`config.mk`:
```
export PLATFORM = sky130hd
export DESIGN_NAME = rndem_diff
export DESIGN_NICKNAME = d
export VERILOG_FILES = /design/src/hdl/rndem_pkg.sv /design/src/hdl/rndem_diff.sv
export SDC_FILE = /design/constraint.sdc
export NUM_CORES = 1
export LEC_CHECK = 0
export ABC_AREA = 1
export BUFFER_PORTS_ARGS = -buffer_cell sky130_fd_sc_hd__buf_2
export CAP_MARGIN = 40
export CELL_PAD_IN_SITES_DETAIL_PLACEMENT = 0
export CELL_PAD_IN_SITES_GLOBAL_PLACEMENT = 1
export CORE_MARGIN = 8
export CORE_UTILIZATION = 40
export DETAILED_ROUTE_END_ITERATION = 12
export PLACE_DENSITY_LB_ADDON = 0.1
export SLEW_MARGIN = 15
export SYNTH_ARGS = -nofsm -noshare
export SYNTH_HDL_FRONTEND = slang
export SYNTH_SLANG_ARGS = --single-unit
```
`constraint.sdc`:
```
create_clock -name vclk -period 6.4
set_input_delay 1.28 -clock vclk [all_inputs]
set_output_delay 1.28 -clock vclk [all_outputs]
set_load 0.02 [all_outputs]
```
`src/hdl/rndem_pkg.sv`:
```
// Package with pixel and result types, register indexes and constants.
package rndem_pkg;

	localparam int COORD_W = 12;
	localparam int BOUND_W = 10;

	localparam logic [COORD_W-1:0] ROW_MAX = 12'd4095;
	localparam logic [7:0] DEFAULT_THRESHOLD = 8'd20;
	localparam logic [12:0] DEFAULT_LINE_WIDTH = 13'd640;

	typedef enum logic {
		REG_THRESHOLD  = 1'b0,
		REG_LINE_WIDTH = 1'b1
	} reg_idx_t;

	typedef struct packed {
		logic [7:0] red;
		logic [7:0] green;
		logic [7:0] blue;
	} pixel_t;

	typedef struct packed {
		logic [4:0] pad;
		logic [COORD_W-1:0] pixel_column;
		logic [COORD_W-1:0] pixel_row;
		logic any_edge;
		logic vertical_edge;
		logic horizontal_edge;
	} result_t;

	// floor(sum / 3) > t  <=>  sum >= 3 * t + 3
	function automatic logic [BOUND_W-1:0] thr_bound(input logic [7:0] t);
		return BOUND_W'({t, 1'b0}) + BOUND_W'(t) + BOUND_W'(3);
	endfunction

endpackage

```
`src/hdl/rndem_diff.sv`:
```
// Sum of absolute channel differences of two pixels against a bound.
module rndem_diff (
	input  rndem_pkg::pixel_t a,
	input  rndem_pkg::pixel_t b,
	input  logic [rndem_pkg::BOUND_W-1:0] bound,
	output logic flag
);
	import rndem_pkg::*;

	logic [7:0] d_r, d_g, d_b;
	logic [BOUND_W-1:0] sum;

	always_comb begin
		d_r = (a.red > b.red) ? a.red - b.red : b.red - a.red;
		d_g = (a.green > b.green) ? a.green - b.green : b.green - a.green;
		d_b = (a.blue > b.blue) ? a.blue - b.blue : b.blue - a.blue;
		sum = BOUND_W'(d_r) + BOUND_W'(d_g) + BOUND_W'(d_b);
		flag = (sum >= bound);
	end

endmodule

```
==> qor.txt <==
Status: finished, final reports clean
Cell with the most instances after synthesis: nand2_1
Boundary Pins: 59
Die X: 106 um
CP required: 5.12 ns
Sequential area share after synthesis: 0%
Antenna viol nets, final: 0
P_leak: 2.54 nW
Most frequent cells after synthesis: nand2_1 (187), inv_1 (155), ha_1 (62), nand3_1 (45), a21oi_1 (27)
Synth area leaders: ha_1 (24%), nand2_1 (22%), inv_1 (18%), fa_1 (9.3%), nand3_1 (7.0%)
Total power: 0.983 mW
FF+latch area: 0 um2
DR vias/cell: 4.47
FILL cells: 850
Multi-input logic area: 0.00275 mm2
Peak supply drop: 0.143 mV
Syn_nets: 704
Fmax achieved: 0.162 GHz
Layout area overhead: 24.2%
Detailed Place HPWL: 6.96 mm
Port Buffers: 59
Pre-Repair DR Iteration Count: 4
Post-route worst hold slack: 3.14 ns
Max Slew Vio Count: 0
Global-route wire length before repair: 13.6 mm
Worst path arrival time: 4.88 ns
Final hold vios: 0
Drt wl/cell: 10.3 um
NumNets Final: 785
Top-area cell type share of the netlist area: 24.2%
Die area: 0.0112 mm2
Fraction of layout cells with a size suffix above 1: 21.3%
Setup crit end kind: output port
Final period utilization: 96.3%
Seq_cells: 0
Critical Path Fanout Max: 5
Max-cap viol count: 0
Core Box Area: 0.00777 mm2
Library cells used by synthesis: 22
Vias: 3353
Drt drc: 0
Routability-driven placement congestion ratio: 0.835
Period minus WS final: 6.16 ns
RSZ-0062 raised after global routing: true
Slew Limit Headroom: 82.4%
Largest net degree at the start of global routing: 11
Clock buffer count: 0
Synth Area per Inst: 5.64 um2
# diodes: 0
Slew @ Worst Pin: 0.264 ns
DRT iter0 DRCs: 93
Initial Util: 41.3%
Routed WL: 7.70 mm
Cell taking the most area after synthesis: ha_1
Die Y: 106 um
Vias in the first global route: 3301
Std-Cell Rows: 32
Pwr dens: 246 mW/mm2
Total track usage: 13.6%
Startpoint Class: input pin
Hold_buf cts: 0
Final setup violation count: 0
Worst hold path type: in -> out
Type of the worst setup path: in -> out
Cell area after synthesis: 0.00321 mm2
GRT overflow: 0
Synth Warn #: 0
Cells after Synth: 569
Initial antenna violation count: 0
per-layer routing:
layer	routed length [um]	vias up	global-route usage (%)
met2	3560	58	24.2
met4	15	0	0.402
met3	341	2	1.34
met1	3780	1450	18.2
met5	0	-	0
li1	-	1843	-
stage by stage:
step | instances | area [um2] | setup TNS, ns | util (%) | setup slack [ns]
after global routing | 750 | 3990 | -0.0481 | 51.4 | -0.0481
after floorplan | 569 | 3210 | 0 | - | 0.287
after CTS | 747 | 3770 | 0 | 48.6 | 0.0365
final | 750 | 3990 | 0 | 51.4 | 0.239
after global placement | 747 | 3770 | 0 | 48.6 | 0.0507
after detailed placement | 747 | 3770 | -0.0328 | 48.6 | -0.0328
critical path: stages:
cell and delay (ns):
buf_6 0.10, inv_4 0.04, ha_4 0.11, inv_2 0.04, fa_2 0.39, nand2_2 0.09, nand2_4 0.05, nand3_2 0.07
nand2_2 0.06, nand2_4 0.10, inv_2 0.04, buf_4 0.12, buf_4 0.13, nand3_1 0.06, nand2_1 0.08, fa_1 0.48
inv_1 0.06, ha_4 0.25, a21o_1 0.17, a21oi_1 0.13, nand2_1 0.08, xor2_1 0.14, ha_1 0.27, nand2_1 0.07
nor2_2 0.14, o211ai_1 0.10, nand3b_1 0.10, buf_6 0.12
worst paths after layout:
check,cells after the start,endpoint,startpoint
setup / recovery,28,flag,a[0]
hold / removal,6,flag,bound[1]
repair_timing:
action	in CTS	in global routing
pin swaps	0	23
buffers inserted	0	3
gates resized for setup	1	54
cloned	0	0
setup endpoints to repair	1	1
layout make-up:
type / count / area share (%)
Timing Repair Buffer: 88 / 13.3
Tap cell: 102 / 3.20
Multi-Input combinational cell: 405 / 68.9
Inverter: 155 / 14.6
logic make-up after synthesis:
family,count (synthesis),synth area share [%]
XOR/XNOR,21,5.73
adder cells (fa/ha/maj),77,33.5
AO/OA/AOI/OAI,46,7.48
AND/OR/NAND/NOR,261,33.4
buffers and inverters,164,19.9
placed cells by master (no fill, tap or decap), types with 12 or more instances in the layout:
cell type,count
a21oi_1,24
buf_2,57
nand2_1,178
buf_4,28
inv_1,148
nand3_1,43
xor2_1,14
ha_1,53
nand2_2,12
nor2_1,15
report_power, final:
group | internal (mW) | switching, mW | total [mW]
clock | 0 | 0 | 0
combinational | 0.451 | 0.532 | 0.983
sequential | 0 | 0 | 0
total | 0.451 | 0.532 | 0.983
No activity file was read; power rests on OpenSTA's default activity.
